<file path="src/design/des_pkg.sv">
`timescale 1ns / 1ps
// ----------------------------------------------------------------------------
// des_pkg
// shared constants, types and the record comparator of the directory sorter
// ----------------------------------------------------------------------------
package des_pkg;

    localparam int ENTRIES   = 112;
    localparam int KEY_BYTES = 13;
    localparam int WORD_W    = 64;
    localparam int REC_W     = 4 * WORD_W;
    localparam int KEY_W     = 8 * KEY_BYTES;
    localparam int IDX_W     = $clog2(ENTRIES);
    localparam int SLOT_W    = 7;

    localparam logic       CMD_LOAD       = 1'b0;
    localparam logic       CMD_READ       = 1'b1;
    localparam logic       STATUS_OK      = 1'b0;
    localparam logic       STATUS_REFUSED = 1'b1;
    localparam logic [7:0] BYTE_FREE      = 8'h00;
    localparam logic [7:0] BYTE_DELETED   = 8'hff;

    typedef enum logic [2:0] {
        ST_IDLE,
        ST_READ_WAIT,
        ST_SORT_RD_I,
        ST_SORT_GET_I,
        ST_SORT_RD_J,
        ST_SORT_CMP,
        ST_SORT_WB_I
    } des_state_t;

    typedef struct packed {
        logic load_wr;
        logic sort_start;
        logic rd_rec;
        logic out_rec;
        logic out_refuse;
        logic rd_i;
        logic get_i;
        logic rd_j;
        logic cmp;
        logic wb_i;
    } des_cmd_t;

    typedef struct packed {
        logic out_busy;
        logic load_last;
        logic read_last;
        logic i_last;
        logic j_last;
    } des_stat_t;

    // true when the earlier record a must trade places with the later record b
    function automatic logic must_swap(input logic [REC_W-1:0] a,
                                       input logic [REC_W-1:0] b,
                                       input logic desc);
        logic [7:0]       a0;
        logic [7:0]       b0;
        logic             a_used;
        logic             b_used;
        logic [KEY_W-1:0] ka;
        logic [KEY_W-1:0] kb;
        logic             res;
        a0     = a[REC_W-1 -: 8];
        b0     = b[REC_W-1 -: 8];
        a_used = (a0 != BYTE_FREE) && (a0 != BYTE_DELETED);
        b_used = (b0 != BYTE_FREE) && (b0 != BYTE_DELETED);
        ka     = a[REC_W-1 -: KEY_W];
        kb     = b[REC_W-1 -: KEY_W];
        res    = 1'b0;
        if (a0 == BYTE_FREE && b0 == BYTE_DELETED)
        begin
            res = 1'b1;
        end
        else if (!a_used && b_used)
        begin
            res = 1'b1;
        end
        else if (a_used && b_used)
        begin
            res = desc ? (ka < kb) : (ka > kb);
        end
        return res;
    endfunction

endpackage

</file>
<file path="src/design/des_ctrl.sv">
`timescale 1ns / 1ps
// ----------------------------------------------------------------------------
// des_ctrl
// sequencer for load, read-out and the exchange sort of the directory table
// ----------------------------------------------------------------------------
module des_ctrl (
    input  logic               clk,
    input  logic               rst_n,
    input  logic               in_valid,
    input  logic               in_cmd,
    output logic               in_ready,
    input  des_pkg::des_stat_t stat,
    output des_pkg::des_cmd_t  cmd
);
    import des_pkg::*;

    des_state_t state_reg;
    des_state_t state_next;
    logic       sorted_reg;
    logic       sorted_next;

    always_ff @(posedge clk or negedge rst_n)
    begin
        if (!rst_n)
        begin
            state_reg  <= ST_IDLE;
            sorted_reg <= 1'b0;
        end
        else
        begin
            state_reg  <= state_next;
            sorted_reg <= sorted_next;
        end
    end

    always_comb
    begin
        state_next  = state_reg;
        sorted_next = sorted_reg;
        in_ready    = 1'b0;
        cmd         = '0;
        case (state_reg)
            ST_IDLE:
            begin
                in_ready = !stat.out_busy;
                if (in_valid && !stat.out_busy)
                begin
                    if (in_cmd == CMD_LOAD)
                    begin
                        if (!sorted_reg)
                        begin
                            cmd.load_wr = 1'b1;
                            if (stat.load_last)
                            begin
                                cmd.sort_start = 1'b1;
                                state_next     = ST_SORT_RD_I;
                            end
                        end
                    end
                    else if (sorted_reg)
                    begin
                        cmd.rd_rec = 1'b1;
                        state_next = ST_READ_WAIT;
                    end
                    else
                    begin
                        cmd.out_refuse = 1'b1;
                    end
                end
            end
            ST_READ_WAIT:
            begin
                cmd.out_rec = 1'b1;
                if (stat.read_last)
                begin
                    sorted_next = 1'b0;
                end
                state_next = ST_IDLE;
            end
            ST_SORT_RD_I:
            begin
                cmd.rd_i   = 1'b1;
                state_next = ST_SORT_GET_I;
            end
            ST_SORT_GET_I:
            begin
                cmd.get_i  = 1'b1;
                state_next = ST_SORT_RD_J;
            end
            ST_SORT_RD_J:
            begin
                cmd.rd_j   = 1'b1;
                state_next = ST_SORT_CMP;
            end
            ST_SORT_CMP:
            begin
                cmd.cmp    = 1'b1;
                state_next = stat.j_last ? ST_SORT_WB_I : ST_SORT_RD_J;
            end
            ST_SORT_WB_I:
            begin
                cmd.wb_i = 1'b1;
                if (stat.i_last)
                begin
                    sorted_next = 1'b1;
                    state_next  = ST_IDLE;
                end
                else
                begin
                    state_next = ST_SORT_RD_I;
                end
            end
            default:
            begin
                state_next = ST_IDLE;
            end
        endcase
    end

endmodule

</file>
<file path="config.mk">
export PLATFORM = sky130hd
export DESIGN_NAME = des_ctrl
export DESIGN_NICKNAME = d
export VERILOG_FILES = /design/src/design/des_pkg.sv /design/src/design/des_ctrl.sv
export SDC_FILE = /design/constraint.sdc
export NUM_CORES = 1
export LEC_CHECK = 0
export ABC_AREA = 1
export BUFFER_PORTS_ARGS = -buffer_cell sky130_fd_sc_hd__buf_2
export CAP_MARGIN = 20
export CORE_AREA = 10 10 47 49
export CTS_BUF_LIST = sky130_fd_sc_hd__clkbuf_16
export DETAILED_ROUTE_END_ITERATION = 7
export DIE_AREA = 0 0 57 59
export GPL_TIMING_DRIVEN = 1
export SYNTH_ARGS = -nofsm -noshare
export SYNTH_HDL_FRONTEND = slang
export SYNTH_SLANG_ARGS = --single-unit
</file>
<file path="constraint.sdc">
create_clock -name clk -period 1.35 [get_ports clk]
set_input_delay 0.135 -clock clk [delete_from_list [all_inputs] [get_ports clk]]
set_output_delay 0.135 -clock clk [all_outputs]
set_load 0.005 [all_outputs]
</file>
Yosys cells after proc, flatten, opt, wreduce, memory -nomap -nowiden
Index checks and enable logic that the tools add are counted.
- flip-flop bits (word level): 4
- bits of input ports: 9
- output and inout port bits: 11
- eq/ne operators: 12
- multiplexer cells: 29
- reduce and logical (&&, ||, !) cells: 6
- operator list (kind ; number):
    3-bit 2-to-1 mux ; 7
    3-bit one-hot mux with 6 select lines ; 1
    1-bit 2-to-1 mux ; 16
    3-bit equality test, second input constant ; 3
    3-bit != test, second input constant ; 3
    2-bit 2-to-1 mux ; 4
    3-bit by 2-bit equality test with 1-bit output, second input constant ; 2
    2-bit != test, second input constant ; 3
    4-bit AND reduction ; 1
    3-bit by 1-bit equality test with 1-bit output, second input constant ; 1
    3-bit zero test ; 1
    3-bit AND reduction ; 1
    1-bit one-hot mux with 2 select lines ; 1
    2-bit nonzero test ; 1
    1-bit logical AND ; 1
    1-bit zero test ; 1

Logic depth before layout (Yosys ltp)
Gate-level depths: netlist (run 1).
- depth in word-level cells: 5
- depth in mapped cells: 7
- mapped depth without buffers: 7

Worst setup path after synthesis (run 1)
Ideal clock, no wire load.
- path type: register to output
- start point: reg state_reg[1]
- end point: out cmd[8] (netlist bit)
- data arrival time: 0.868 ns
- data required time: 1.215 ns
- path slack: 0.347 ns
- cell stages (with the launch flop): 4
- cell sequence: dfrtp_1 > nor2_2 > nand3_1 > nor3_1
- RTL lines (item ; line ; text):
    start, declared ; des_ctrl.sv:17 ; des_state_t state_reg;
    start signal, assigned ; des_ctrl.sv:31 ; state_reg <= state_next;
    end, declared ; des_ctrl.sv:13 ; output des_pkg::des_cmd_t cmd

==> run_results.csv, run 1 <==
group,metric,value,unit
synth,synth_edf_count,0,
routing,drt_iter0_markers,8,
critical_path,arrival,1.16,ns
final_layout,multi_input_area,195.2,um^2
timing,finalHoldViolCount,0,
final_layout,largest_register_ffs,3,
synth,syn_avg_cell_area,6.117,um^2
synth,ys_types,17,
placement,place_hpwl,844.4,um
timing,slew_headroom,84.67,%
worst_hold_path,hp-class,"primary input to flop",
timing,timing.final.crit_share,95.94,%
timing,setup_viol,0,
placement,place_congestion,0.8011,
synth,synth_top_cells_by_count,"11 x inv_1, 9 x nand2_1, 7 x nand3_1, 6 x nor2_1, 4 x dfrtp_1",
critical_path,setup.worst_path.end_class,"output pin",
global_route,antenna_found_initial,0,
critical_path,startpoint_type,"flop",
critical_path,reg2reg_slack,0.22,ns
routing,first_pass_iters,3,
floorplanning,die_x,57,um
global_route,grt_overflow,0,
global_route,grt_pass1_wl,1745,um
global_route,grt_pass1_vias,400,
routing,drc,0,
routing,drtAntennaViolNets,0,
timing,fin_ws,0.05483,ns
cts,cts_made_buffers,3,
placement,io_buffers,19,
floorplanning,rows,14,
cts,h-tree-depth,1,
final_layout,syn_to_final_growth,71.59,%
critical_path,worstPathCellList,"nor2_4 > nand3_2 > nor3_2 > buf_2",
placement,pre_cts_slack,0.1914,ns
final_layout,fin_nets,88,
critical_path,cpPeakStageDelay,0.45,ns
synth,synthArstFlopShare,100.0,%
final_layout,drive_above_1_share,50.65,%
floorplanning,core-area,0.001401,mm^2
synth,synthCells,54,
synth,ys.flop_type,"dfrtp_1",
synth,synth.most_common_cell,"inv_1",
routing,via_per_inst,4.269,
timing,finClkSkew,0.003399,ns
timing,worst_pin_slew,0.2279,ns
synth,yosysWarnings,0,
cts,cts_sinks,4,
critical_path,path_max_fanout,6,
outcome,outcome,"complete, no violations",
synth,ys_seq_area_share,30.30,%
pwr,p_total,1171,uW
cts,clock_path_buffers,2,
cts,cts_tree,"done",
final_layout,final-seq-area,103.9,um^2
cts,clk_latency,0.22,ns
routing,drt_wl_total,1076,um
pwr,vdd_drop_max,1.236,mV
routing,wl_per_cell,11.57,um
global_route,grt_max_degree,9,
cts,path_clk_slew,0.03,ns
synth,yosysTopAreaCell,"dfrtp_1",
final_layout,finalCoreUtilization,40.45,%
synth,syn_nets,63,
timing,finalMaxSlewViolations,0,
critical_path,critPathRequiredTime,1.22,ns
global_route,grt_use_total,6.228,%
critical_path,critPathSlowestCell,"dfrtp_2",
timing,max_freq,772.1,MHz
pwr,power_per_cell_area,2066,mW/mm^2
timing,fin_crit,1.295,ns
timing,rsz0062_at_grt,"yes",
synth,ys_top_cells_by_area,"dfrtp_1 30%, inv_1 13%, nand3_1 11%",
final_layout,fillCellCount,161,
cts,clockRootBuffer,"clkbuf_16",
pwr,p_leak,0.0003463,uW
synth,synth_area,330.3,um^2
timing,holdWs,0.1607,ns
timing,finalSetupTns,0,ns
floorplanning,die_h,59,um
synth,synth_top_cell_area_share,30.30,%
routing,vias,397,
synth,ys_ff_latch,4,
floorplanning,start_util,23.57,%
critical_path,worstSetupPathType,"flop to output pin",
floorplanning,ios,20,
job,timing.max_cap.violations,0,
final_layout,diodes,0,
floorplanning,die_area,0.003363,mm^2
stage by stage:
step	area [um^2]	instances
after floorplan	330.3	54
after global placement	432.9	87
after detailed placement	432.9	87
after CTS	526.8	91
after global routing	566.8	93
final	566.8	93
placed cells by master (no fill, tap or decap):
master / Yosys / layout
nor4_1: 1 / 1
dfrtp_1: 4 / 1
clkbuf_16: 0 / 3
dfrtp_2: 0 / 3
inv_1: 11 / 11
o21ai_1: 1 / 1
nand3_1: 7 / 4
nand2_2: 1 / 1
nor2_2: 2 / 1
inv_2: 3 / 3
nor3_1: 3 / 1
nand2_1: 9 / 9
nand3_2: 0 / 3
nor3_2: 1 / 3
nor2_4: 0 / 1
buf_2: 1 / 19
o21ai_0: 1 / 1
dlygate4sd3_1: 0 / 1
buf_4: 1 / 2
nor2_1: 6 / 6
nand4_1: 1 / 1
o21a_1: 1 / 1
critical path, delay by kind of cell (launching register included):
family / cells / cell delay, ns
and+or+nand+nor: 3 / 0.35
buffers and inverters: 1 / 0.13
DFF: 1 / 0.45
final timing paths:
kind / from / endpoint / depth (start not counted)
setup / recovery: state_reg[1]$_DFFE_PN0P_ / cmd[7] / 4
setup reg to reg: state_reg[1]$_DFFE_PN0P_ / state_reg[1]$_DFFE_PN0P_ / 5
max in group asynchronous: rst_n / state_reg[2]$_DFFE_PN0P_ / 2
hold / removal: stat[2] / sorted_reg$_DFFE_PN0P_ / 3
hold reg to reg: sorted_reg$_DFFE_PN0P_ / sorted_reg$_DFFE_PN0P_ / 1
min in group asynchronous: rst_n / sorted_reg$_DFFE_PN0P_ / 2
cell families after synthesis:
logic type	synth area share, %
simple gates	44.70
buf+inv	19.70
flops	30.30
compound gates	5.301
timing repair:
item,4_1_cts,5_1_grt
gates cloned,0,0
resized for setup,4,5
endpoints found under the hold margin,4,0
hold buffers,1,0
setup endpoints to repair,2,4
buffers inserted,0,2
report_power, final:
group	switching, uW	leakage (uW)	internal, uW
registers	92.2	0.0000486	174
clock network	82.4	0.0000370	378
logic	246	0.000261	198
final cells by class:
| class | count | share of cell area [%] |
|---|---|---|
| flip-flops and latches | 4 | 18.32 |
| multi-input cells | 34 | 34.44 |
| well taps | 16 | 3.532 |
| inverters | 14 | 9.272 |
| repair buffers | 22 | 21.19 |
| clock buffers | 3 | 13.25 |
per-layer routing:
metal | part of all wire [%] | global-route usage (%) | wire length (um) | up-vias
met5 | 0 | 0 | 0 | -
met2 | 53 | 10.54 | 567 | 10
met1 | 37 | 5.952 | 395 | 176
met3 | 11 | 3.648 | 113 | 0
met4 | 0 | 3.020 | 0 | 0
li1 | - | - | - | 211
(Power assumes the default switching activity.)
==> run 2: changes to the inputs <==
--- a/config.mk
+++ b/config.mk
@@ -13,6 +13,7 @@
 export DETAILED_ROUTE_END_ITERATION = 7
 export DIE_AREA = 0 0 57 59
 export GPL_TIMING_DRIVEN = 1
+export SETUP_SLACK_MARGIN = 0.5
 export SYNTH_ARGS = -nofsm -noshare
 export SYNTH_HDL_FRONTEND = slang
 export SYNTH_SLANG_ARGS = --single-unit
==> run 2 against run 1 <==
  * Critical path depth grew 1
  * Power grew 17%
  * Combinational power grew 46%
  * Highest routed layer is now met4
  * Clock power shrank 1%
  * Routed wire length grew 5.5%
  * Critical path type unchanged
  * Flip-flop and latch count is the same
==> run_results.csv, run 2 (synthesis results as in run 1) <==
group,metric,value,unit
cts,clockRootBuffer,"clkbuf_16",
pwr,pwr-share-comb,47.3,%
cts,path_clk_slew,0.03,ns
pwr,p_sw,487.5,uW
cts,cts_sinks,4,
pwr,clkPwrFrac,33.3,%
timing,finalHoldViolCount,0,
global_route,grt_max_degree,8,
final_layout,drive_above_1_share,59.52,%
routing,drt_wl_total,1135,um
final_layout,final_cell_mix,"19 x buf_2, 11 x inv_1, 7 x nand2_1, 7 x buf_4, 6 x nor2_1",
global_route,grt_pass1_vias,451,
timing,finalMaxSlewViolations,0,
floorplanning,start_util,23.57,%
floorplanning,die_h,59,um
routing,vias,427,
timing,fin_ws,0.04391,ns
timing,slew_headroom,83.96,%
outcome,outcome,"complete, no violations",
pwr,p_leak,0.0003855,uW
placement,place_hpwl,806.2,um
global_route,antenna_found_initial,0,
pwr,power_per_cell_area,2095,mW/mm^2
floorplanning,ios,20,
floorplanning,rows,14,
cts,clock_path_buffers,2,
critical_path,startpoint_type,"flop",
timing,worst_pin_slew,0.2384,ns
cts,cts_tree,"done",
job,timing.max_cap.violations,0,
floorplanning,core-area,0.001401,mm^2
timing,rsz0062_at_grt,"yes",
timing,setup_viol,0,
routing,drt_iter0_markers,3,
cts,cts_made_buffers,3,
final_layout,diodes,0,
worst_hold_path,hp-class,"primary input to flop",
placement,io_buffers,19,
timing,holdWs,0.1731,ns
pwr,vdd_drop_max,1.633,mV
global_route,grt_use_total,7.034,%
pwr,p_total,1369,uW
critical_path,setup.worst_path.end_class,"output pin",
pwr,p_int,881.1,uW
routing,drtAntennaViolNets,0,
placement,placed_cells,87,
timing,max_freq,765.6,MHz
routing,via_per_inst,4.270,
final_layout,finalNonFillerCells,100,
pwr,switching_share,35.62,%
timing,finClkSkew,0.001978,ns
placement,pre_cts_slack,0.2132,ns
final_layout,layout_commonest_cell,"buf_2",
critical_path,critPathRequiredTime,1.22,ns
cts,h-tree-depth,1,
cts,clk_latency,0.22,ns
critical_path,path_max_fanout,6,
critical_path,worstSetupPathType,"flop to output pin",
critical_path,arrival,1.17,ns
floorplanning,die_x,57,um
global_route,grt_overflow,0,
final_layout,syn_to_final_growth,97.73,%
floorplanning,die_area,0.003363,mm^2
timing,timing.final.crit_share,96.75,%
pwr,p_seq_share,19.4,%
routing,first_pass_iters,3,
final_layout,fin_nets,95,
routing,drc,0,
routing,wl_per_cell,11.35,um
global_route,grt_pass1_wl,1911,um
timing,fin_crit,1.306,ns
final_layout,finalCoreUtilization,46.61,%
placement,place_congestion,0.7326,
final_layout,largest_register_ffs,3,
==> run 2: worst paths after layout <==
| path | startpoint | end | slack [ns] | cells past startpoint |
|---|---|---|---|---|
| setup / recovery | state_reg[0]$_DFFE_PN0P_ | cmd[4] | 0.04 | 5 |
| hold / removal | stat[2] | sorted_reg$_DFFE_PN0P_ | 0.17 | 3 |
| setup reg to reg | state_reg[0]$_DFFE_PN0P_ | state_reg[0]$_DFFE_PN0P_ | 0.25 | 6 |
| hold reg to reg | sorted_reg$_DFFE_PN0P_ | sorted_reg$_DFFE_PN0P_ | 0.57 | 1 |
| max in group asynchronous | rst_n | state_reg[0]$_DFFE_PN0P_ | 0.97 | 2 |
| min in group asynchronous | rst_n | state_reg[1]$_DFFE_PN0P_ | 0.25 | 2 |
==> run 2: worst max-delay path, stage by stage (launching register included) <==
cell	delay (ns)
dfrtp_2	0.45
buf_4	0.17
nor2_2	0.11
nand2_1	0.07
inv_1	0.05
buf_2	0.10
==> run 2: layer usage <==
metal  part of all wire [%]  up-vias  wire length [um]  GRT usage (%)
met3                    8.8        2               100          3.219
li1                       -      226                 -              -
met2                     46       17               527          10.70
met4                    1.9        0                22          5.034
met1                     43      182               485          7.581
met5                      0        -                 0              0
==> run 2: final cells by class <==
type | instances | area, um^2
Fill cell | 151 | 748.2
Multi-Input combinational cell | 34 | 216.5
Timing Repair Buffer | 29 | 180.2
Sequential cell | 4 | 103.9
Clock buffer | 3 | 75.07
Inverter | 14 | 57.56
Tap cell | 16 | 20.02
==> run 2: power groups by stage <==
| stage | Sequential, uW | Combinational, uW | Clock [uW] |
|---|---|---|---|
| after floorplan | 228 | 322 | 0 |
| after global placement | 264 | 391 | 0 |
| after detailed placement | 267 | 393 | 0 |
| after CTS | 267 | 590 | 468 |
| after global routing | 269 | 728 | 472 |
| final | 265 | 647 | 456 |
==> run 2: per-stage QoR <==
step                cell area, um^2  setup TNS (ns)
floorplan                     354.1               0
global placement              450.4               0
detailed placement            450.4               0
CTS                           628.1               0
global route                  653.1        -0.03772
finish                        653.1               0
==> run 2: timing repair <==
item                                    4_1_cts  5_1_grt
resized for setup                            10        3
pin swaps                                     1        4
setup buffers                                 7        2
endpoints found under the setup margin       15       15
hold endpoints to repair                      4        0
hold buffers                                  1        0
